$ cat src/hdl/dfr_pkg.sv
// Shared types and constants for the sync-word, length-prefixed deframer.
// No dependencies; imported by every module of the block.
`default_nettype none

package dfr_pkg;

	localparam int SYNC_BYTES   = 4;
	localparam int HEADER_BYTES = 8;
	localparam int QUEUE_DEPTH  = 4;

	localparam int SYNC_IDX_W = $clog2(SYNC_BYTES);
	localparam int HDR_IDX_W  = $clog2(HEADER_BYTES);
	localparam int QPTR_W     = $clog2(QUEUE_DEPTH);
	localparam int QCNT_W     = $clog2(QUEUE_DEPTH + 1);

	localparam logic [SYNC_IDX_W-1:0] SYNC_LAST_IDX = SYNC_IDX_W'(SYNC_BYTES - 1);
	localparam logic [HDR_IDX_W-1:0]  HDR_LAST_IDX  = HDR_IDX_W'(HEADER_BYTES - 1);

	typedef enum logic [1:0] {
		PH_HUNT    = 2'd0,
		PH_HEADER  = 2'd1,
		PH_PAYLOAD = 2'd2
	} dfr_phase_t;

	// One payload word on its way to the output.
	typedef struct packed {
		logic        last;
		logic [31:0] len;
		logic [31:0] id;
		logic [7:0]  data;
	} dfr_word_t;

	// Queue status seen by the front.
	typedef struct packed {
		logic full;
		logic empty;
	} dfr_qstat_t;

endpackage

`default_nettype wire

$ cat src/hdl/magic_sync_length_prefixed_deframer.sv
// Sync-word, length-prefixed deframer: top level.
// Depends on dfr_pkg, dfr_front, dfr_queue and dfr_back.
//
// Usage:
//   s_* : received stream, one byte per word in s_tdata.
//   m_* : payload stream, one word per payload byte, tagged with the message
//         id and length; m_tlast marks the final byte of a message.
//   cfg_*: writes the 32-bit sync word (first byte on the wire in bits 7:0).
//         cfg_ready is always high; write only while the block is idle.
// The front hunts the sync word, captures the 8-byte header (length then id,
// little-endian) and sends payload bytes into a 4-word queue; the back moves
// them into the output register.
// Throughput: one byte per cycle while the queue has room (s_tready drops
// when it is full), set by the front state register.
// Path: a payload byte is written into the queue, then moved into the output
// register, which drives m_tdata, once that register is free.
// Reset: hunting, sync word zero, queue and output empty.
// Stall: a stalled receiver holds the output word; the queue takes up to four
// more words, then s_tready drops until space frees.
`default_nettype none

module magic_sync_length_prefixed_deframer
	import dfr_pkg::*;
(
	input  wire logic        clk,
	input  wire logic        arst_n,
	input  wire logic        s_tvalid,
	output logic             s_tready,
	input  wire logic [7:0]  s_tdata,   // [7:0] rx_byte
	output logic             m_tvalid,
	input  wire logic        m_tready,
	output logic [71:0]      m_tdata,   // [7:0] payload_byte, [39:8] message_id,
	                                    // [71:40] payload_length
	output logic             m_tlast,   // is_last
	input  wire logic        cfg_valid,
	output logic             cfg_ready,
	input  wire logic [31:0] cfg_data   // sync_word
);

	dfr_qstat_t qstat;
	logic       push;
	logic       pop;
	dfr_word_t  push_word;
	dfr_word_t  head_word;
	dfr_word_t  out_word;

	assign cfg_ready = 1'b1;

	dfr_front u_front (
		.clk       (clk),
		.arst_n    (arst_n),
		.cfg_valid (cfg_valid),
		.cfg_data  (cfg_data),
		.in_valid  (s_tvalid),
		.in_ready  (s_tready),
		.in_byte   (s_tdata),
		.qstat     (qstat),
		.push      (push),
		.push_word (push_word)
	);

	dfr_queue u_queue (
		.clk       (clk),
		.arst_n    (arst_n),
		.push      (push),
		.push_word (push_word),
		.pop       (pop),
		.head_word (head_word),
		.qstat     (qstat)
	);

	dfr_back u_back (
		.clk       (clk),
		.arst_n    (arst_n),
		.qstat     (qstat),
		.head_word (head_word),
		.pop       (pop),
		.out_valid (m_tvalid),
		.out_ready (m_tready),
		.out_word  (out_word)
	);

	assign m_tdata = {out_word.len, out_word.id, out_word.data};
	assign m_tlast = out_word.last;

endmodule

`default_nettype wire

$ cat src/hdl/dfr_front.sv
// Front part: takes received bytes, hunts the sync word, collects the header
// and pushes tagged payload words into the queue. Uses dfr_pkg.
`default_nettype none

module dfr_front
	import dfr_pkg::*;
(
	input  wire logic        clk,
	input  wire logic        arst_n,
	input  wire logic        cfg_valid,
	input  wire logic [31:0] cfg_data,
	input  wire logic        in_valid,
	output logic             in_ready,
	input  wire logic [7:0]  in_byte,
	input  wire dfr_qstat_t  qstat,
	output logic             push,
	output dfr_word_t        push_word
);

	dfr_phase_t             phase_q, phase_d;
	logic [SYNC_IDX_W-1:0]  matched_q, matched_d;
	logic [HDR_IDX_W-1:0]   hdr_idx_q, hdr_idx_d;
	logic [31:0]            len_q, len_d;
	logic [31:0]            id_q, id_d;
	logic [31:0]            cnt_q, cnt_d;
	logic [31:0]            sync_q;
	logic                   take;
	logic                   sync_hit;
	logic [32:0]            cnt_inc;
	logic                   is_last;

	assign in_ready = !qstat.full;
	assign take     = in_valid && in_ready;
	assign sync_hit = (in_byte == sync_q[8*matched_q +: 8]);
	assign cnt_inc  = {1'b0, cnt_q} + 33'd1;
	assign is_last  = cnt_inc >= {1'b0, len_q};

	// next phase
	always_comb begin
		phase_d = phase_q;
		if (take) begin
			case (phase_q)
				PH_HEADER: begin
					if (hdr_idx_q == HDR_LAST_IDX)
						phase_d = (len_q == 32'd0) ? PH_HUNT : PH_PAYLOAD;
				end
				PH_PAYLOAD: begin
					if (is_last)
						phase_d = PH_HUNT;
				end
				default: begin
					phase_d = (sync_hit && matched_q == SYNC_LAST_IDX) ? PH_HEADER : PH_HUNT;
				end
			endcase
		end
	end

	// counters and header capture
	always_comb begin
		matched_d = matched_q;
		hdr_idx_d = hdr_idx_q;
		len_d     = len_q;
		id_d      = id_q;
		cnt_d     = cnt_q;
		if (take) begin
			case (phase_q)
				PH_HEADER: begin
					if (!hdr_idx_q[HDR_IDX_W-1])
						len_d[8*hdr_idx_q[HDR_IDX_W-2:0] +: 8] = in_byte;
					else
						id_d[8*hdr_idx_q[HDR_IDX_W-2:0] +: 8] = in_byte;
					hdr_idx_d = hdr_idx_q + 1'b1;
					cnt_d     = 32'd0;
					matched_d = '0;
				end
				PH_PAYLOAD: begin
					cnt_d = is_last ? 32'd0 : cnt_inc[31:0];
				end
				default: begin
					// drop to zero on a mismatch; the byte is not compared again
					matched_d = sync_hit ? matched_q + 1'b1 : '0;
					hdr_idx_d = '0;
				end
			endcase
		end
	end

	// outputs
	always_comb begin
		push           = 1'b0;
		push_word.data = in_byte;
		push_word.id   = id_q;
		push_word.len  = len_q;
		push_word.last = is_last;
		case (phase_q)
			PH_PAYLOAD: push = take;
			default:    push = 1'b0;
		endcase
	end

	always_ff @(posedge clk or negedge arst_n) begin
		if (!arst_n) begin
			phase_q   <= PH_HUNT;
			matched_q <= '0;
			hdr_idx_q <= '0;
			len_q     <= '0;
			id_q      <= '0;
			cnt_q     <= '0;
			sync_q    <= '0;
		end else begin
			phase_q   <= phase_d;
			matched_q <= matched_d;
			hdr_idx_q <= hdr_idx_d;
			len_q     <= len_d;
			id_q      <= id_d;
			cnt_q     <= cnt_d;
			if (cfg_valid)
				sync_q <= cfg_data;
		end
	end

	a_payload_len_nonzero: assert property (@(posedge clk) disable iff (!arst_n)
		phase_q == PH_PAYLOAD |-> len_q != 32'd0)
		else $error("payload phase with zero length");

	a_hdr_idx_only_in_header: assert property (@(posedge clk) disable iff (!arst_n)
		phase_q != PH_HEADER |-> hdr_idx_q == '0)
		else $error("header index left nonzero outside header");

	a_cnt_below_len: assert property (@(posedge clk) disable iff (!arst_n)
		phase_q == PH_PAYLOAD |-> cnt_q < len_q)
		else $error("payload count reached length");

	a_push_only_payload: assert property (@(posedge clk) disable iff (!arst_n)
		push |-> (phase_q == PH_PAYLOAD && !qstat.full))
		else $error("push outside payload or into full queue");

endmodule

`default_nettype wire

$ cat src/hdl/dfr_queue.sv
// Short queue between the front and the output stage.
// Uses dfr_pkg for the word type and depth.
`default_nettype none

module dfr_queue
	import dfr_pkg::*;
(
	input  wire logic      clk,
	input  wire logic      arst_n,
	input  wire logic      push,
	input  wire dfr_word_t push_word,
	input  wire logic      pop,
	output dfr_word_t      head_word,
	output dfr_qstat_t     qstat
);

	dfr_word_t          mem_q [QUEUE_DEPTH];
	logic [QPTR_W-1:0]  wr_ptr_q;
	logic [QPTR_W-1:0]  rd_ptr_q;
	logic [QCNT_W-1:0]  count_q;

	assign qstat.full  = (count_q == QCNT_W'(QUEUE_DEPTH));
	assign qstat.empty = (count_q == '0);
	assign head_word   = mem_q[rd_ptr_q];

	always_ff @(posedge clk) begin
		if (push)
			mem_q[wr_ptr_q] <= push_word;
	end

	always_ff @(posedge clk or negedge arst_n) begin
		if (!arst_n) begin
			wr_ptr_q <= '0;
			rd_ptr_q <= '0;
			count_q  <= '0;
		end else begin
			if (push)
				wr_ptr_q <= wr_ptr_q + 1'b1;
			if (pop)
				rd_ptr_q <= rd_ptr_q + 1'b1;
			case ({push, pop})
				2'b10:   count_q <= count_q + 1'b1;
				2'b01:   count_q <= count_q - 1'b1;
				default: count_q <= count_q;
			endcase
		end
	end

	a_no_overflow: assert property (@(posedge clk) disable iff (!arst_n)
		push |-> !qstat.full)
		else $error("push into full queue");

	a_no_underflow: assert property (@(posedge clk) disable iff (!arst_n)
		pop |-> !qstat.empty)
		else $error("pop from empty queue");

	a_ptr_count_agree: assert property (@(posedge clk) disable iff (!arst_n)
		(count_q == '0 || qstat.full) |-> wr_ptr_q == rd_ptr_q)
		else $error("queue pointers disagree with fill count");

endmodule

`default_nettype wire

$ cat src/hdl/dfr_back.sv
// Back part: moves words from the queue into the output register and
// presents them on the master stream. Uses dfr_pkg.
`default_nettype none

module dfr_back
	import dfr_pkg::*;
(
	input  wire logic       clk,
	input  wire logic       arst_n,
	input  wire dfr_qstat_t qstat,
	input  wire dfr_word_t  head_word,
	output logic            pop,
	output logic            out_valid,
	input  wire logic       out_ready,
	output dfr_word_t       out_word
);

	logic      valid_q;
	dfr_word_t word_q;

	// refill whenever the register is empty or being drained
	assign pop       = !qstat.empty && (!valid_q || out_ready);
	assign out_valid = valid_q;
	assign out_word  = word_q;

	always_ff @(posedge clk) begin
		if (pop)
			word_q <= head_word;
	end

	always_ff @(posedge clk or negedge arst_n) begin
		if (!arst_n)
			valid_q <= 1'b0;
		else if (pop)
			valid_q <= 1'b1;
		else if (out_ready)
			valid_q <= 1'b0;
	end

	a_hold_on_stall: assert property (@(posedge clk) disable iff (!arst_n)
		(valid_q && !out_ready) |=> (valid_q && $stable(word_q)))
		else $error("output word changed under stall");

	a_pop_needs_room: assert property (@(posedge clk) disable iff (!arst_n)
		pop |-> (!valid_q || out_ready))
		else $error("pop while output register is occupied");

	a_drain_fills: assert property (@(posedge clk) disable iff (!arst_n)
		(!qstat.empty && !valid_q) |=> valid_q)
		else $error("output register idle while queue holds words");

endmodule

`default_nettype wire
$ cat config.mk
export PLATFORM = sky130hd
export DESIGN_NAME = magic_sync_length_prefixed_deframer
export DESIGN_NICKNAME = d
export VERILOG_FILES = /design/src/hdl/dfr_pkg.sv /design/src/hdl/magic_sync_length_prefixed_deframer.sv /design/src/hdl/dfr_front.sv /design/src/hdl/dfr_queue.sv /design/src/hdl/dfr_back.sv
export SDC_FILE = /design/constraint.sdc
export NUM_CORES = 1
export LEC_CHECK = 0
export ABC_AREA = 1
export ABC_CLOCK_PERIOD_IN_PS = 7600
export BUFFER_PORTS_ARGS = -buffer_cell sky130_fd_sc_hd__buf_2
export CAP_MARGIN = 20
export CORE_MARGIN = 2
export CORE_UTILIZATION = 35
export DETAILED_ROUTE_END_ITERATION = 6
export PLACE_DENSITY = 0.62
export SYNTH_ARGS = -nofsm -noshare
export SYNTH_HDL_FRONTEND = slang
export SYNTH_SLANG_ARGS = --single-unit
$ cat constraint.sdc
create_clock -name clk -period 7.6 [get_ports clk]
set_input_delay 0.76 -clock clk [delete_from_list [all_inputs] [get_ports clk]]
set_output_delay 0.76 -clock clk [all_outputs]
set_load 0.1 [all_outputs]
==> results_dict.tcl <==
set metrics [dict create \
    status "completed" \
    ctsResizeCount 0 \
    drcViolationCount 0 \
    num_rows 90 \
    vias_per_cell 4.99 \
    placed_area_um2 22600 \
    max_freq_ghz 0.274 \
    rsz0062_at_grt "no" \
    final.period_utilization 0.480 \
    cpPeakStageDelay_ns 0.54 \
    grt_max_degree 97 \
    multi_input_area_um2 5860 \
    synthArstFlopShare 0.281 \
    antenna_cells 0 \
    drtIter0Drc 1010 \
    grt_use_total 0.160 \
    syn_inst 1738 \
    initial_core_util 0.352 \
    ys_seq_area_frac 0.688 \
    gp_congestion 0.909 \
    path_buf_inv 0 \
    irDropWorstVdd_mv 0.173 \
    syn_area_per_cell_um2 12.2 \
    drv_slew 0 \
    met3_usage 0.0296 \
    startpoint_type "flop" \
    grt-busiest-layer "met2" \
    criticalPathCategory "reg2reg" \
    use_met1 0.212 \
    place_inst 2584 \
    fin_ws_ns 3.95 \
    fp.coreArea_um2 60000 \
    pin_count 121 \
    stdcell_area_um2 24400 \
    grt_pass1_vias 13000 \
    ys_ff_latch 508 \
    wire_per_inst_um 18.9 \
    grtUsageMet2 0.273 \
    die_w_um 250 \
    die_area_um2 62300 \
    wl_um 50700 \
    antenna_left 0 \
    required_ns 8.09 \
    netlist_area_um2 21100 \
    path_clk_slew_ns 0.06 \
    cts.sinks 508 \
    dp_hpwl_um 32800 \
    area_delta_synth_final_pct 15.6 \
    cpMaxStageDelayCell "nand3_4" \
    fill_cells 5624 \
    hp-class "in2async" \
    worst_slew_pin_slew_ns 1.01 \
    setup_viol 0 \
    power.leakage_nw 8.92 \
    power.density_nw_per_um2 359 \
    cts_buffers 54 \
    ys.flop_type "edfxtp_1" \
    crit_family "simple AND/OR/NAND/NOR gates" \
    final-seq-area_um2 14500 \
    yosys_warnings 0 \
    port_buffers 119 \
    clock_skew_ns 0.0182 \
    worstPathMaxFanout 34 \
    postCtsSetupBuffers 0 \
    setup_tns_ns 0 \
    min_period_ns 3.65 \
    htree_levels 2 \
    total_power_w 0.00878 \
    insertion_delay_ns 0.59 \
    clk_path_buf_depth 3 \
    crit_path_cell_trace "ha_1 -> nand2_2 -> nor3_2 -> nand2_1 -> nor2_1 -> nand2_1 -> xor2_1 -> ha_1 -> nand2_1 -> nand2_1 -> nand2_1 -> nand2_1 -> nand2_1 -> nand2_1 -> nand2_1 -> nand2_1 -> a21oi_1 -> nand3_4 -> o21ai_0" \
    overflow 0 \
    layoutNonFillerInstCount 2686 \
    drt-pass1-iter-count 5 \
    synth_cell_types 37 \
    grt_pass1_wl_um 76900 \
    cts_tree "done" \
    cp-end-kind "flop" \
    synth-edff-count 365 \
    cp.arrival_ns 4.13 \
    maxSlewHeadroom 0.323 \
    die_h_um 250 \
    place_ws_ns 3.95 \
    vias 13400 \
    reg2reg_setup_slack_ns 3.95 \
    cts_root_buffer "clkbuf_16" \
    layout.nets 1950 \
    cp_common_cell "nand2_1" \
    drive_gt1_frac 0.176 \
    syn_nets 1830 \
    holdBufCountCts 0 \
    maxCapViolCount 0 \
    final-hold-violation-count 0 \
    grt_antenna_before_repair 1 \
]
## worst paths after layout
path                            cells after the start          startpoint                 end
worst max register to register                     19    u_front.cnt_q[0]   u_front.cnt_q[30]
worst max-delay path                               19    u_front.cnt_q[0]   u_front.cnt_q[30]
worst min register to register                      1  u_queue.count_q[0]  u_queue.count_q[0]
max in group asynchronous                           2              arst_n   u_front.len_q[13]
worst min-delay path                                1              arst_n   u_front.sync_q[5]
min in group clk                                    2            m_tready    u_back.out_valid
## placed cells by master, fill, tap and decap left out, types with 2 or more instances in the layout
cell type,instances
xnor2_1,2
clkinvlp_4,5
clkinv_4,4
o21ai_0,194
xor2_1,27
buf_2,118
a21o_1,5
dfrtp_1,141
nand3_1,41
nor2_1,226
nor2_4,7
inv_1,124
clkbuf_16,57
nand2_2,3
edfxtp_1,365
clkinv_1,8
o21ai_2,6
o22ai_1,75
clkbuf_1,11
nand3_2,2
a21oi_1,15
clkinv_2,7
nand2_1,240
buf_4,15
ha_1,46
inv_6,3
o22ai_2,22
mux2_2,62
bufinv_16,5
nor3_1,27
nor2_2,7
clkbuf_8,5
nand4_1,10
nor4_1,7
## layout make-up
type,instances,area share
Clock buffer,73,0.0629
Clock inverter,29,0.0124
Inverter,128,0.0198
Multi-Input combinational cell,1032,0.240
Sequential cell,508,0.596
Tap cell,782,0.0401
Timing Repair Buffer,134,0.0293
## metal layers
layer	part of all wire	wire length [um]	vias up
li1	-	-	6355
met1	0.44	22100	6614
met2	0.49	25000	357
met3	0.051	2600	65
met4	0.020	1000	2
met5	0.00026	13	-
## cell usage after synthesis (3+ instances only)
master | n | area, um2
inv_1 | 125 | 469
nor3_1 | 27 | 135
buf_6 | 3 | 33.8
nand2_1 | 240 | 901
o22ai_2 | 22 | 275
clkbuf_1 | 55 | 206
o22ai_1 | 75 | 469
ha_1 | 46 | 576
dfrtp_1 | 143 | 3580
nor2_1 | 231 | 867
a21o_1 | 5 | 37.5
mux2_2 | 62 | 698
clkinv_1 | 3 | 11.3
nand3_1 | 41 | 205
o21ai_0 | 194 | 971
nor4_1 | 7 | 43.8
o21ai_2 | 6 | 52.6
nand2_2 | 3 | 18.8
nor2_2 | 7 | 43.8
buf_2 | 9 | 45.0
edfxtp_1 | 365 | 11000
nand4_1 | 10 | 62.6
xor2_1 | 27 | 236
a21oi_1 | 15 | 75.1
## kinds of logic (layout without fill, tap and decap cells)
family | count (synthesis) | after routing | share of synthesized area
other | 1 | 1 | 0.000178
and+or+nand+nor | 574 | 574 | 0.112
muxes | 62 | 62 | 0.0330
buffers and inverters | 198 | 364 | 0.0370
adders and majority gates | 47 | 47 | 0.0282
xor gates and xnor gates | 29 | 29 | 0.0120
DFF | 508 | 508 | 0.688
AOI/OAI and AO/OA | 319 | 319 | 0.0897
## where the power goes
group / switching (W) / internal, W / leakage (nW) / total [W]
sequential: 0.0000947 / 0.00330 / 4.47 / 0.00340
combinational: 0.00229 / 0.000405 / 3.56 / 0.00270
clock: 0.00109 / 0.00159 / 0.888 / 0.00268
## flip-flops by register name (all words and copies together) (netlist names), 2 cells and up
register / flops
u_queue.wr_ptr_q: 2
u_queue.mem_q: 292
u_queue.rd_ptr_q: 2
u_front.id_q: 32
u_front.sync_q: 32
u_queue.count_q: 3
u_front.phase_q: 2
u_front.matched_q: 2
u_front.hdr_idx_q: 3
u_front.len_q: 32
u_back.out_word: 73
u_front.cnt_q: 32
## metrics by stage
step	hold slack [ns]	util
global route	0.281	0.407
finish	0.243	0.407
CTS	0.329	0.407
floorplan	0.446	-
detailed placement	0.465	0.376
global placement	0.465	0.376
Power figures use the tool's default switching activity.
